===== config.mk =====
export PLATFORM = sky130hd
export DESIGN_NAME = hourly_chime_buzzer_controller_flat
export DESIGN_NICKNAME = d
export VERILOG_FILES = /design/src/hdl/hcbc_pkg.sv /design/src/hdl/hcbc_if.sv /design/src/hdl/hcbc_apb_regs.sv /design/src/hdl/hcbc_core.sv /design/src/hdl/hourly_chime_buzzer_controller.sv /design/src/flat_wrapper.sv
export SDC_FILE = /design/constraint.sdc
export NUM_CORES = 1
export LEC_CHECK = 0
export BUFFER_PORTS_ARGS = -buffer_cell sky130_fd_sc_hd__buf_4
export CAP_MARGIN = 25
export CELL_PAD_IN_SITES_DETAIL_PLACEMENT = 2
export CELL_PAD_IN_SITES_GLOBAL_PLACEMENT = 2
export CORE_AREA = 2 2 99 101
export DETAILED_ROUTE_END_ITERATION = 6
export DIE_AREA = 0 0 101 103
export PLACE_DENSITY_LB_ADDON = 0.1
export SYNTH_ARGS = -nofsm -noshare
export SYNTH_HDL_FRONTEND = slang
export SYNTH_SLANG_ARGS = --single-unit

===== constraint.sdc =====
create_clock -name clk_i -period 2.2 [get_ports clk_i]
set_input_delay 0.22 -clock clk_i [delete_from_list [all_inputs] [get_ports clk_i]]
set_output_delay 0.22 -clock clk_i [all_outputs]
set_load 0.05 [all_outputs]

===== src/hdl/hcbc_pkg.sv =====
// Shared types and constants for the hourly chime buzzer controller.
package hcbc_pkg;

  typedef enum logic [1:0] {
    CMD_TICK       = 2'd0,
    CMD_CHECK      = 2'd1,
    CMD_CANCEL_REQ = 2'd2,
    CMD_CANCEL_NOW = 2'd3
  } cmd_e;

  typedef enum logic {
    REG_SHORT_BEEP = 1'b0,
    REG_LONG_BEEP  = 1'b1
  } reg_idx_e;

  localparam int unsigned TickW   = 6;
  localparam int unsigned YearW   = 12;
  localparam int unsigned MonthW  = 4;
  localparam int unsigned HourW   = 5;
  localparam int unsigned MinuteW = 6;
  localparam int unsigned SecondW = 6;
  localparam int unsigned PaddrW  = 3;
  localparam int unsigned PdataW  = 32;

  localparam logic [TickW-1:0]   ShortBeepRst = 6'd8;
  localparam logic [TickW-1:0]   LongBeepRst  = 6'd50;
  localparam logic [SecondW-1:0] SecondNone   = 6'h3F;
  localparam logic [YearW-1:0]   YearFirst    = 12'd2000;
  localparam logic [YearW-1:0]   YearLast     = 12'd2099;
  localparam logic [MonthW-1:0]  MonthFirst   = 4'd1;
  localparam logic [MonthW-1:0]  MonthLast    = 4'd12;
  localparam logic [MinuteW-1:0] MinuteLast   = 6'd59;
  localparam logic [SecondW-1:0] SecondPre    = 6'd55;
  localparam logic [SecondW-1:0] SecondLast   = 6'd59;
  localparam logic [HourW:0]     HoursPerDay  = 6'd24;

  typedef struct packed {
    logic [TickW-1:0] short_ticks;
    logic [TickW-1:0] long_ticks;
  } cfg_t;

endpackage


===== src/hdl/hcbc_if.sv =====
// Valid/ready channel interfaces for command items and buzzer results.
interface hcbc_in_if;
  logic                             valid;
  logic                             ready;
  logic [1:0]                       cmd;
  logic [hcbc_pkg::YearW-1:0]       year;
  logic [hcbc_pkg::MonthW-1:0]      month;
  logic [hcbc_pkg::HourW-1:0]       hour;
  logic [hcbc_pkg::MinuteW-1:0]     minute;
  logic [hcbc_pkg::SecondW-1:0]     second;

  modport source (output valid, cmd, year, month, hour, minute, second, input ready);
  modport sink   (input valid, cmd, year, month, hour, minute, second, output ready);
endinterface

interface hcbc_out_if;
  logic valid;
  logic ready;
  logic buzzer_drive;
  logic chime_suppressed;

  modport source (output valid, buzzer_drive, chime_suppressed, input ready);
  modport sink   (input valid, buzzer_drive, chime_suppressed, output ready);
endinterface


===== src/hdl/hcbc_apb_regs.sv =====
// APB register file holding the two beep durations.
module hcbc_apb_regs (
  input  logic                           clk_i,
  input  logic                           rst_ni,
  input  logic                           psel,
  input  logic                           penable,
  input  logic                           pwrite,
  input  logic [hcbc_pkg::PaddrW-1:0]    paddr,
  input  logic [hcbc_pkg::PdataW-1:0]    pwdata,
  output logic [hcbc_pkg::PdataW-1:0]    prdata,
  output logic                           pready,
  output hcbc_pkg::cfg_t                 cfg_o
);

  hcbc_pkg::cfg_t   cfg_q, cfg_d;
  logic             wr_en;
  logic             idx;

  assign pready = 1'b1;
  assign wr_en  = psel & penable & pwrite;
  // Low address bits are ignored: the register index is the word address.
  assign idx    = paddr[2];

  always_comb begin
    cfg_d = cfg_q;
    if (wr_en) begin
      case (idx)
        hcbc_pkg::REG_SHORT_BEEP: cfg_d.short_ticks = pwdata[hcbc_pkg::TickW-1:0];
        hcbc_pkg::REG_LONG_BEEP:  cfg_d.long_ticks  = pwdata[hcbc_pkg::TickW-1:0];
        default:                  cfg_d = cfg_q;
      endcase
    end
  end

  always_comb begin
    case (idx)
      hcbc_pkg::REG_SHORT_BEEP:
        prdata = {{(hcbc_pkg::PdataW-hcbc_pkg::TickW){1'b0}}, cfg_q.short_ticks};
      hcbc_pkg::REG_LONG_BEEP:
        prdata = {{(hcbc_pkg::PdataW-hcbc_pkg::TickW){1'b0}}, cfg_q.long_ticks};
      default:
        prdata = '0;
    endcase
  end

  always_ff @(posedge clk_i or negedge rst_ni) begin
    if (!rst_ni) begin
      cfg_q.short_ticks <= hcbc_pkg::ShortBeepRst;
      cfg_q.long_ticks  <= hcbc_pkg::LongBeepRst;
    end else begin
      cfg_q <= cfg_d;
    end
  end

  assign cfg_o = cfg_q;

endmodule


===== src/hdl/hcbc_core.sv =====
// Buzzer and suppression state update with registered result stage.
module hcbc_core (
  input  logic           clk_i,
  input  logic           rst_ni,
  input  hcbc_pkg::cfg_t cfg_i,
  hcbc_in_if.sink        in_ch,
  hcbc_out_if.source     out_ch
);

  logic [hcbc_pkg::TickW-1:0]   rem_q, rem_d;
  logic                         snd_q, snd_d;
  logic [hcbc_pkg::SecondW-1:0] last_sec_q, last_sec_d;
  logic                         supp_q, supp_d;
  logic [hcbc_pkg::HourW-1:0]   supp_hour_q, supp_hour_d;
  logic                         out_valid_q;
  logic                         buzz_q, supp_out_q;

  logic                         accept;
  logic                         date_ok;
  logic                         pre_hour;
  logic                         top_hour;
  logic                         blocked;
  logic [hcbc_pkg::TickW-1:0]   dur;
  logic [hcbc_pkg::HourW:0]     hour_inc;
  logic [hcbc_pkg::HourW-1:0]   next_hour;
  hcbc_pkg::cmd_e               cmd;

  // Take a new transaction whenever the result slot is free or draining.
  assign in_ch.ready = ~out_valid_q | out_ch.ready;
  assign accept      = in_ch.valid & in_ch.ready;
  assign cmd         = hcbc_pkg::cmd_e'(in_ch.cmd);

  assign date_ok  = (in_ch.year >= hcbc_pkg::YearFirst) && (in_ch.year <= hcbc_pkg::YearLast)
                 && (in_ch.month >= hcbc_pkg::MonthFirst)
                 && (in_ch.month <= hcbc_pkg::MonthLast);
  assign pre_hour = (in_ch.minute == hcbc_pkg::MinuteLast)
                 && (in_ch.second >= hcbc_pkg::SecondPre)
                 && (in_ch.second <= hcbc_pkg::SecondLast);
  assign top_hour = (in_ch.minute == '0) && (in_ch.second == '0);
  assign dur      = pre_hour ? cfg_i.short_ticks : (top_hour ? cfg_i.long_ticks : '0);

  // Wrap the following hour; the sum stays below twice a day's hours.
  assign hour_inc  = {1'b0, in_ch.hour} + 1'b1;
  assign next_hour = (hour_inc >= hcbc_pkg::HoursPerDay)
                   ? hcbc_pkg::HourW'(hour_inc - hcbc_pkg::HoursPerDay)
                   : hour_inc[hcbc_pkg::HourW-1:0];

  always_comb begin
    rem_d       = rem_q;
    snd_d       = snd_q;
    last_sec_d  = last_sec_q;
    supp_d      = supp_q;
    supp_hour_d = supp_hour_q;
    blocked     = 1'b0;
    case (cmd)
      hcbc_pkg::CMD_TICK: begin
        if (snd_q) begin
          if (rem_q == '0) begin
            snd_d = 1'b0;
          end else begin
            rem_d = rem_q - 1'b1;
            if (rem_q == hcbc_pkg::TickW'(1)) snd_d = 1'b0;
          end
        end
      end
      hcbc_pkg::CMD_CHECK: begin
        if (in_ch.second != last_sec_q) begin
          last_sec_d = in_ch.second;
          if (supp_q) begin
            if ((in_ch.hour == supp_hour_q) && (in_ch.second != '0)) begin
              supp_d      = 1'b0;
              supp_hour_d = '0;
            end else begin
              blocked = 1'b1;
            end
          end
          if (!blocked && date_ok && (dur != '0)) begin
            snd_d = 1'b1;
            rem_d = dur;
          end
        end
      end
      hcbc_pkg::CMD_CANCEL_REQ: begin
        supp_hour_d = (in_ch.minute == hcbc_pkg::MinuteLast) ? next_hour : in_ch.hour;
        supp_d      = 1'b1;
        snd_d       = 1'b0;
        rem_d       = '0;
      end
      hcbc_pkg::CMD_CANCEL_NOW: begin
        snd_d = 1'b0;
        rem_d = '0;
      end
      default: begin
        snd_d = snd_q;
      end
    endcase
  end

  always_ff @(posedge clk_i or negedge rst_ni) begin
    if (!rst_ni) begin
      rem_q       <= '0;
      snd_q       <= 1'b0;
      last_sec_q  <= hcbc_pkg::SecondNone;
      supp_q      <= 1'b0;
      supp_hour_q <= '0;
      out_valid_q <= 1'b0;
    end else begin
      if (accept) begin
        rem_q       <= rem_d;
        snd_q       <= snd_d;
        last_sec_q  <= last_sec_d;
        supp_q      <= supp_d;
        supp_hour_q <= supp_hour_d;
        out_valid_q <= 1'b1;
      end else if (out_ch.ready) begin
        out_valid_q <= 1'b0;
      end
    end
  end

  always_ff @(posedge clk_i) begin
    if (accept) begin
      buzz_q     <= snd_d;
      supp_out_q <= supp_d;
    end
  end

  assign out_ch.valid            = out_valid_q;
  assign out_ch.buzzer_drive     = buzz_q;
  assign out_ch.chime_suppressed = supp_out_q;

endmodule


===== src/hdl/hourly_chime_buzzer_controller.sv =====
// A result appears in the cycle after its input transaction is accepted; one
// transaction per cycle while out_o is ready. The single result register sets the
// rate, and a new item is taken in the same cycle that the waiting result is taken.
// Reset (async, active low): buzzer silent, no suppression, last second invalid,
// beep durations 8 and 50 ticks, result register empty.
module hourly_chime_buzzer_controller (
  input  logic                        clk_i,
  input  logic                        rst_ni,
  hcbc_in_if.sink                     in_i,
  hcbc_out_if.source                  out_o,
  input  logic                        psel,
  input  logic                        penable,
  input  logic                        pwrite,
  input  logic [hcbc_pkg::PaddrW-1:0] paddr,
  input  logic [hcbc_pkg::PdataW-1:0] pwdata,
  output logic [hcbc_pkg::PdataW-1:0] prdata,
  output logic                        pready
);

  hcbc_pkg::cfg_t cfg;

  hcbc_apb_regs u_regs (
    .clk_i   (clk_i),
    .rst_ni  (rst_ni),
    .psel    (psel),
    .penable (penable),
    .pwrite  (pwrite),
    .paddr   (paddr),
    .pwdata  (pwdata),
    .prdata  (prdata),
    .pready  (pready),
    .cfg_o   (cfg)
  );

  hcbc_core u_core (
    .clk_i  (clk_i),
    .rst_ni (rst_ni),
    .cfg_i  (cfg),
    .in_ch  (in_i),
    .out_ch (out_o)
  );

endmodule


===== src/flat_wrapper.sv =====
// flat-port wrapper written by rule: the top's interface ports become plain ports
module hourly_chime_buzzer_controller_flat 
  (clk_i, rst_ni, psel, penable, pwrite, paddr, pwdata, prdata, pready, in_i_valid, in_i_cmd, in_i_year, in_i_month, in_i_hour, in_i_minute, in_i_second, in_i_ready, out_o_valid, out_o_buzzer_drive, out_o_chime_suppressed, out_o_ready);
  hcbc_in_if in_i_i ();
  hcbc_out_if out_o_i ();
  input  logic clk_i;
  input  logic rst_ni;
  input  logic psel;
  input  logic penable;
  input  logic pwrite;
  input  logic [hcbc_pkg::PaddrW-1:0] paddr;
  input  logic [hcbc_pkg::PdataW-1:0] pwdata;
  output logic [hcbc_pkg::PdataW-1:0] prdata;
  output logic pready;
  input wire logic [$bits(in_i_i.valid)-1:0] in_i_valid;
  input wire logic [$bits(in_i_i.cmd)-1:0] in_i_cmd;
  input wire logic [$bits(in_i_i.year)-1:0] in_i_year;
  input wire logic [$bits(in_i_i.month)-1:0] in_i_month;
  input wire logic [$bits(in_i_i.hour)-1:0] in_i_hour;
  input wire logic [$bits(in_i_i.minute)-1:0] in_i_minute;
  input wire logic [$bits(in_i_i.second)-1:0] in_i_second;
  output wire logic [$bits(in_i_i.ready)-1:0] in_i_ready;
  output wire logic [$bits(out_o_i.valid)-1:0] out_o_valid;
  output wire logic [$bits(out_o_i.buzzer_drive)-1:0] out_o_buzzer_drive;
  output wire logic [$bits(out_o_i.chime_suppressed)-1:0] out_o_chime_suppressed;
  input wire logic [$bits(out_o_i.ready)-1:0] out_o_ready;
  assign in_i_i.valid = in_i_valid;
  assign in_i_i.cmd = in_i_cmd;
  assign in_i_i.year = in_i_year;
  assign in_i_i.month = in_i_month;
  assign in_i_i.hour = in_i_hour;
  assign in_i_i.minute = in_i_minute;
  assign in_i_i.second = in_i_second;
  assign in_i_ready = in_i_i.ready;
  assign out_o_valid = out_o_i.valid;
  assign out_o_buzzer_drive = out_o_i.buzzer_drive;
  assign out_o_chime_suppressed = out_o_i.chime_suppressed;
  assign out_o_i.ready = out_o_ready;
  hourly_chime_buzzer_controller u_core (.clk_i(clk_i), .rst_ni(rst_ni), .in_i(in_i_i), .out_o(out_o_i), .psel(psel), .penable(penable), .pwrite(pwrite), .paddr(paddr), .pwdata(pwdata), .prdata(prdata), .pready(pready));
endmodule

======== Yosys cells after proc, flatten, opt, wreduce, memory -nomap -nowiden ========
Index checks and enable logic that the tools add are counted.
storage, ports and cells
  word-level logic and storage cells ...... 91
  bits of input ports ..................... 77
  register bits ........................... 34
  output and inout bits ................... 37
cells by class
  reduce and logical (&&, ||, !) cells .... 24
  bitwise gates (word level) .............. 6
  mux-type cells .......................... 28
  equal/unequal tests ..................... 13
  order comparisons ....................... 7
  $add $sub $neg .......................... 3
operators by type and width
  operator              number
  $pmux 32 s2           1
  $mux 6                6
  $mux 5                5
  $logic_not 6->1       3
  $pmux 6 s3            1
  $ge 12x11->1 const B  1
  $le 12x12->1 const B  1
  $mux 1                12
  $ne 2x2->1 const B    6
  $reduce_bool 6->1     2
  $pmux 5 s2            1
  $reduce_and 5->1      2
  $logic_and 1x1->1     9
  $add 5x1->6 const B   1
  $eq 6x1->1 const B    1
  $eq 6x6->1 const B    1
  $ge 6x5->1 const B    1
  $ge 6x6->1 const B    1
  $le 6x6->1 const B    1
  $ne 6x6->1            1
  $sub 6x1->6 const B   1
  $eq 5x5->1            1
  $sub 5x5->5 const B   1
  $eq 2x2->1 const B    2
  14 further kinds      19

======== Depth between registers and ports, before layout ========
Gate-level depths: netlist of the first run.
  depth in word-level cells ............... 12
  gate-level depth with buffers ........... 8
  gate-level depth less buffers ........... 8

======== Cells and area by module ========
A second synthesis of the first run with hierarchy kept.
unflattened totals
  cells, all modules ...................... 258
  area total of the unflattened synthesis .. 2581.2 µm²
by module, submodules not included
  module         instances  cells an instance  seq. area each (µm²)  area an instance (µm²)
  hcbc_core      1          196                568.0                 1815.5
  hcbc_apb_regs  1          62                 305.3                 765.7

======== Least setup slack after synthesis of the first run ========
OpenSTA, ideal clock, no wires.
  path type ............................... register -> register
  start ................................... reg u_core.u_core.out_valid_q, in the netlist u_core.u_core.out_ch.valid
  end ..................................... reg u_core.u_core.supp_hour_q[0] (netlist name)
  path buffers ............................ 1
  cell stages (with the launch flop) ...... 7
  clock period less this slack ............ 2.400 ns
  data required time ...................... 2.078 ns
  arrival ................................. 2.278 ns
  path slack .............................. -0.200 ns
  setup time .............................. 0.122 ns
  cells stage by stage .................... dfrtp_1 > nand2b_1 > and2_1 > buf_2 > nand2_1 > or4_4 > a32o_1
between the ends
  word-level cells in the longest chain between the ends .. 4
RTL lines
  item                            RTL line            RTL
  start, declared                 hcbc_core.sv:15     logic out_valid_q;
  start signal, assigned          hcbc_core.sv:106    out_valid_q <= 1'b0;
  start signal, assigned          hcbc_core.sv:114    out_valid_q <= 1'b1;
  start signal, assigned          hcbc_core.sv:116    out_valid_q <= 1'b0;
  $not 1->1                       hcbc_core.sv:29     assign in_ch.ready = ~out_valid_q | out_ch.ready;
  $or 1x1->1                      hcbc_core.sv:29
  named net in_i_ready            flat_wrapper.sv:22  output wire logic [$bits(in_i_i.ready)-1:0] in_i_ready;
  $and 1x1->1                     hcbc_core.sv:30     assign accept = in_ch.valid & in_ch.ready;
  named net u_core.u_core.accept  hcbc_core.sv:18     logic accept;
  $reduce_and 5->1 (no line)      --
  end signal, assigned            hcbc_core.sv:113    supp_hour_q <= supp_hour_d;
  end, declared                   hcbc_core.sv:14     logic [hcbc_pkg::HourW-1:0] supp_hour_q, supp_hour_d;
The timed path passes the listed nets, and every way through them passes these cells.
A chain may end at the register's enable or synchronous reset.

======== Worst setup path in the final report of the first run ========
  start ................................... reg u_core.u_regs.cfg_q (netlist bit u_core.u_regs.cfg_o[3])
  end ..................................... reg u_core.u_core.rem_q[1] (netlist name)
between the ends
  word-level cells in the longest chain between the ends .. 6
RTL lines
  item                        RTL line             RTL
  start, declared             hcbc_apb_regs.sv:15  hcbc_pkg::cfg_t cfg_q, cfg_d;
  start signal, assigned      hcbc_apb_regs.sv:51  cfg_q <= cfg_d;
  $mux 6 (2 in series)        hcbc_core.sv:40      assign dur = pre_hour ? cfg_i.short_ticks : (top_hour ? cfg_i.long_ticks : '0);
  $reduce_bool 6->1           hcbc_core.sv:77      if (!blocked && date_ok && (dur != '0)) begin
  $logic_and 1x1->1           hcbc_core.sv:77
  $ne 2x2->1 (no line)        --
  $reduce_and 5->1 (no line)  --
  end signal, assigned        hcbc_core.sv:109     rem_q <= rem_d;
  end, declared               hcbc_core.sv:10      logic [hcbc_pkg::TickW-1:0] rem_q, rem_d;
Every way passes these cells.

==> results of run 1 <==
path summary, 6_finish.rpt:
| path | startpoint | slack [ns] | depth (start not counted) | endpoint |
|---|---|---|---|---|
| min in group asynchronous | rst_ni | 0.42 | 2 | u_core.u_core.rem_q[4] |
| worst min-delay path | in_i_valid | 0.14 | 2 | u_core.u_core.out_ch.valid |
| worst max-delay path | u_core.u_regs.cfg_o[3] | 0.08 | 6 | u_core.u_core.rem_q[1] |
| worst max register to register | u_core.u_regs.cfg_o[3] | 0.08 | 6 | u_core.u_core.rem_q[1] |
| worst min register to register | u_core.u_core.supp_hour_q[2] | 0.55 | 1 | u_core.u_core.supp_hour_q[2] |
| max in group asynchronous | rst_ni | 1.43 | 2 | u_core.u_core.last_sec_q[0] |
synth_stat cells, drive strengths merged (3+ instances only):
cell | number | area (sq um)
a32o | 5 | 50.1
mux2 | 30 | 360
or4 | 3 | 30.0
nand2b | 3 | 18.8
dfstp | 10 | 263
dfrtp | 22 | 551
o21ai | 13 | 65.1
nand4b | 3 | 26.3
nand4 | 4 | 31.3
buf | 28 | 208
nor2 | 10 | 37.5
clkbuf | 3 | 11.3
inv | 8 | 30.0
xor2 | 6 | 52.6
a22oi | 6 | 45.0
ha | 8 | 100
nand2 | 24 | 90.1
nor3 | 4 | 25.0
nor4 | 5 | 37.5
xnor2 | 12 | 105
sequential cells by signal, indices dropped and copies added, names as in the netlist, 5 cells and up:
register	count
u_core.u_core.rem_q	6
u_core.u_regs.cfg_o	12
u_core.u_core.last_sec_q	6
u_core.u_core.supp_hour_q	5
cells by family (layout without fill, tap and decap cells):
logic type	Yosys count	in the layout	synth area share
AOI/OAI and AO/OA	40	40	0.144
xor gates and xnor gates	18	18	0.0640
adders and majority gates	8	8	0.0406
buffers and inverters	39	78	0.101
DFF	34	34	0.354
muxes	30	30	0.146
other	2	27	0.00305
and+or+nand+nor	66	66	0.147
through the flow:
step	total power, W	setup slack [ns]	util
6_report	0.00223	0.0758	0.322
5_1_grt	0.00239	0.000858	0.322
4_1_cts	0.00228	0.0734	0.322
3_5_place_dp	0.00176	-0.0479	0.312
3_3_place_gp	0.00174	0.00175	0.312
2_1_floorplan	0.00153	0.0615	-
area by class of cell:
cell class                 instances  area [sq um]
clock buffer                       8          90.1
timing repair buffer              62           468
multi-input combinational        189          1440
inverter                           8          30.0
fill                            1058          6410
sequential                        34           873
tap                              114           143
power breakdown:
group          total (W)  switching, W  internal (W)
clock           0.000495      0.000239      0.000256
combinational   0.000825      0.000465      0.000360
sequential      0.000914      0.000124      0.000790
total            0.00223      0.000828       0.00141
routing by layer:
layer  share of wire  GRT usage  vias up
met4           0.011     0.0374        0
met5               0          0        -
met3           0.051     0.0264        5
li1                -          -      926
met2            0.47      0.217       62
met1            0.47      0.172      964
layout by cell type, fill, tap and decap left out, types with 2 or more instances in the layout:
cell        n
xnor2_1    12
a31oi_1     2
nand2_1    24
clkbuf_1    2
inv_1       8
and3_1      2
a22oi_1     6
ha_1        8
nor3_1      3
nand3_1     2
dfstp_2    10
nor2_1     10
conb_1     27
o211ai_1    2
o21ai_0    12
xor2_1      6
mux2_4      6
nand4b_1    3
a32o_1      5
clkbuf_8    6
nand3b_1    2
nor4_1      4
edfxtp_1    2
dfrtp_1    22
a2111oi_4   2
nand4_1     3
buf_4      61
nand2b_1    2
or4_4       2
mux2_2     24
what timing repair did:
item                       in CTS  in global routing
buffers inserted                0                  0
hold buffers                    1                  0
hold endpoints to repair       22                  0
setup endpoints to repair       0                  3
resized for setup               0                  0
worst max-delay path: stages (launching register included):
cell and delay [ns]:
dfrtp_1 0.41, or4_4 0.54, nor3_2 0.14, a2bb2oi_2 0.26, a2111oi_4 0.07, a31o_4 0.29, mux2_4 0.31
==> impl_metrics.ini, run 1 <==
[detailed_routing]
drt_iter0_markers = 26
postRouteAntennaNets = 0
vias_per_cell = 4.72
via_count = 1957
wl_um = 6330
drt_pre_antenna_iters = 4
wire_per_inst_um = 15.2
drc = 0

[synthesis]
synth-seq-area-share = 0.354
synth_cell_types = 49
syn_inst = 237
synth_flop_cell = dfrtp_1
synth_seq_cells = 34
yosysWarnings = 0
netlist_area_sq_um = 2460
synth_edf_count = 2
async_flop_share = 0.941
synth_area_per_cell_sq_um = 10.4

[placement]
placed_area_sq_um = 2950
dp.cells = 406
portBuffers = 56
post-dp-hpwl_um = 5000
place_congestion = 0.676

[status]
outcome = finished, final reports clean

[floorplanning]
die_x_um = 101
core_area_sq_um = 9460
initial_core_util = 0.261
dieArea_sq_um = 10400
rows = 36
ios = 114
die_h_um = 103

[sta]
rsz0062_at_grt = no
fin_crit_ns = 2.12
whs_ns = 0.137
finalMaxSlewViolations = 0
finClkSkew_ns = 0.00532
fmax_mhz = 471
setup_viol = 0
hold_viol_final = 0
period_share = 0.966
fin_tns_setup_ns = 0

[job]
cap_violations = 0

[final_layout]
diodes = 0
area_delta_synth_final_pct = 23.7
drive_above_1_share = 0.392
final_cell_area_sq_um = 3050
nets = 385
stdcell_count = 415

[setup_path]
critPathMaxFanout = 6
arrival_ns = 2.30
endpoint_kind = flip-flop
critPathLaunchType = flip-flop
cp.required_ns = 2.38
worstSetupPathType = flip-flop to flip-flop

[global_route]
antenna_found_initial = 0
grt_overflow = 0
grt_pass1_vias = 2065
grt_pass1_wl_um = 10600
grt_start_max_net_pins = 33
track_usage = 0.131

[clocking]
cts_root_buf = clkbuf_8
cts_tree = yes
htreeDepth = 2
cts_made_buffers = 5
clkLatencyLatePin_ns = 0.28
cts_sinks = 34
cts.clk_slew.worst_paths_ns = 0.07
cts_buffer_depth = 2

[power]
power-per-cell-area_nw_per_um2 = 733
vdd_drop_max_mv = 0.324
p_leak_nw = 1.35

[worst_hold_path]
holdCritPathClass = input pin to flip-flop
No activity file was read; power rests on OpenSTA's default activity.
==> run 2: changes to the inputs <==
Settings changed: CORE_AREA 2 2 99 101 to 2 2 139 73, DIE_AREA 0 0 101 103 to 0 0 141 75.
==> impl_metrics.ini, run 2 (synthesis gave the netlist of run 1 again) <==
[setup_path]
cp.required_ns = 2.37
worstSetupPathType = flip-flop to flip-flop
reg2reg_depth = 6
arrival_ns = 2.24
r2r_start = u_core.u_regs.cfg_o[0]
critPathLaunchType = flip-flop
timing.rr.end = u_core.u_core.rem_q[5]
critPathLaunch = u_core.u_regs.cfg_o[0]
endpoint_kind = flip-flop
rrSetupSlack_ns = 0.12
critPathMaxFanout = 6

[clocking]
cts.clk_slew.worst_paths_ns = 0.05
clkLatencyLatePin_ns = 0.28
cts_root_buf = clkbuf_16
cts_setup_buffers = 0
cts_sinks = 34
cts_buffer_depth = 2
cts_made_buffers = 5
htreeDepth = 2
cts_tree = yes

[power]
vdd_drop_max_mv = 0.290
p_sw_w = 0.000887
seqPwrFrac = 0.358
combPwrFrac = 0.336
power-per-cell-area_nw_per_um2 = 813
internal_power_w = 0.00168
p_sw_frac = 0.345
clkPwrFrac = 0.306
p_leak_nw = 1.40

[global_route]
antenna_found_initial = 0
grt_start_max_net_pins = 33
grt_pass1_vias = 2192
track_usage = 0.139
grt_pass1_wl_um = 11200
grt_overflow = 0

[sta]
finClkSkew_ns = 0.00225
fin_crit_ns = 2.08
hold_viol_final = 0
rsz0062_at_grt = no
fmax_mhz = 482
finalMaxSlewViolations = 0
setup_slack_ns = 0.124
fin_tns_setup_ns = 0
period_share = 0.944
setup_viol = 0

[floorplanning]
rows = 25
initial_core_util = 0.265
ios = 114
core_area_sq_um = 9290
die_x_um = 141
die_h_um = 75
dieArea_sq_um = 10600

[worst_hold_path]
holdPathStages = 2
hold-path-endpoint = u_core.u_core.out_ch.valid
holdCritPathClass = input pin to flip-flop
min_from = in_i_valid

[final_layout]
most-common-layout-cells = buf_4 (64), conb_1 (27), nand2_1 (24), mux2_2 (24), dfrtp_1 (22)
drive_above_1_share = 0.408
area_delta_synth_final_pct = 28.3
seq_area_sq_um = 873
nets = 388
final_common_cell = buf_4
diodes = 0
final_cell_area_sq_um = 3160
largest_reg_flops = 12
multi_input_area_sq_um = 1450
nFillCells = 1027

[placement]
place_congestion = 0.748
post-dp-hpwl_um = 5510
portBuffers = 56
placed_area_sq_um = 2980
place_ws_ns = 0.0561

[detailed_routing]
via_count = 1969
drc = 0
wire_per_inst_um = 16.2
postRouteAntennaNets = 0
wl_um = 6870
drt_pre_antenna_iters = 3
drt_iter0_markers = 66
vias_per_cell = 4.63

[job]
cap_violations = 0

[status]
outcome = finished, final reports clean
[run 2: changes by cell type in the layout (fill, tap and decap cells not counted)]
cell | previous run | this run
nor4_2 | 1 | 2
clkbuf_1 | 2 | 0
buf_4 | 61 | 64
clkbuf_8 | 6 | 3
nor4_1 | 4 | 3
clkbuf_16 | 0 | 5
[run 2: critical path, cell delays in order (launching register included)]
cell,delay (ns)
dfrtp_1,0.40
or4_4,0.54
nor3_2,0.15
a2bb2oi_2,0.21
a2111oi_4,0.06
a31o_4,0.29
mux2_4,0.31
[run 2: area by class of cell]
type,count,area share
clock buffers,8,0.0526
multi-input cells,189,0.459
repair buffers,65,0.155
flip-flops and latches,34,0.276
inverters,8,0.00950
well taps,121,0.0479
[run 2: metal layers]
| metal | GRT usage | vias to the layer above | routed length [um] |
|---|---|---|---|
| li1 | - | 936 | - |
| met1 | 0.159 | 981 | 3000 |
| met5 | 0 | - | 0 |
| met2 | 0.266 | 44 | 3540 |
| met3 | 0.0318 | 8 | 247 |
| met4 | 0.0433 | 0 | 87 |
[run 2: worst max-delay path by stage]
| stage | depth (start not counted) | end | slack, ns |
|---|---|---|---|
| 2_1_floorplan | 6 | u_core.u_core.supp_hour_q[0] | 0.06 |
| 3_3_place_gp | 7 | u_core.u_core.rem_q[4] | 0.06 |
| 3_5_place_dp | 7 | u_core.u_core.rem_q[2] | 0.06 |
| 4_1_cts | 7 | u_core.u_core.rem_q[5] | 0.06 |
| 5_1_grt | 6 | u_core.u_core.rem_q[5] | 0.05 |
| 6_report | 6 | u_core.u_core.rem_q[5] | 0.12 |
[run 2: power groups by stage]
stage / combinational [W] / clock (W) / sequential, W
detailed placement: 0.000866 / 0 / 0.000926
global placement: 0.000838 / 0 / 0.000916
CTS: 0.000873 / 0.000816 / 0.000918
global route: 0.000940 / 0.000846 / 0.000943
floorplan: 0.000631 / 0 / 0.000902
finish: 0.000865 / 0.000787 / 0.000920
[run 2: per-stage QoR]
step / hold WS [ns] / utilization / instances / total power [W]
floorplan: -0.0756 / - / 262 / 0.00153
detailed placement: 0.198 / 0.321 / 416 / 0.00179
global placement: 0.197 / 0.321 / 416 / 0.00175
finish: 0.135 / 0.340 / 425 / 0.00257
CTS: 0.131 / 0.340 / 425 / 0.00261
global route: 0.151 / 0.340 / 425 / 0.00273
[run 2: repair_timing]
item / CTS / global route
setup endpoints to repair: 0 / 6
endpoints found under the hold margin: 22 / 0
hold buffers: 1 / 0
resized for setup: 0 / 1
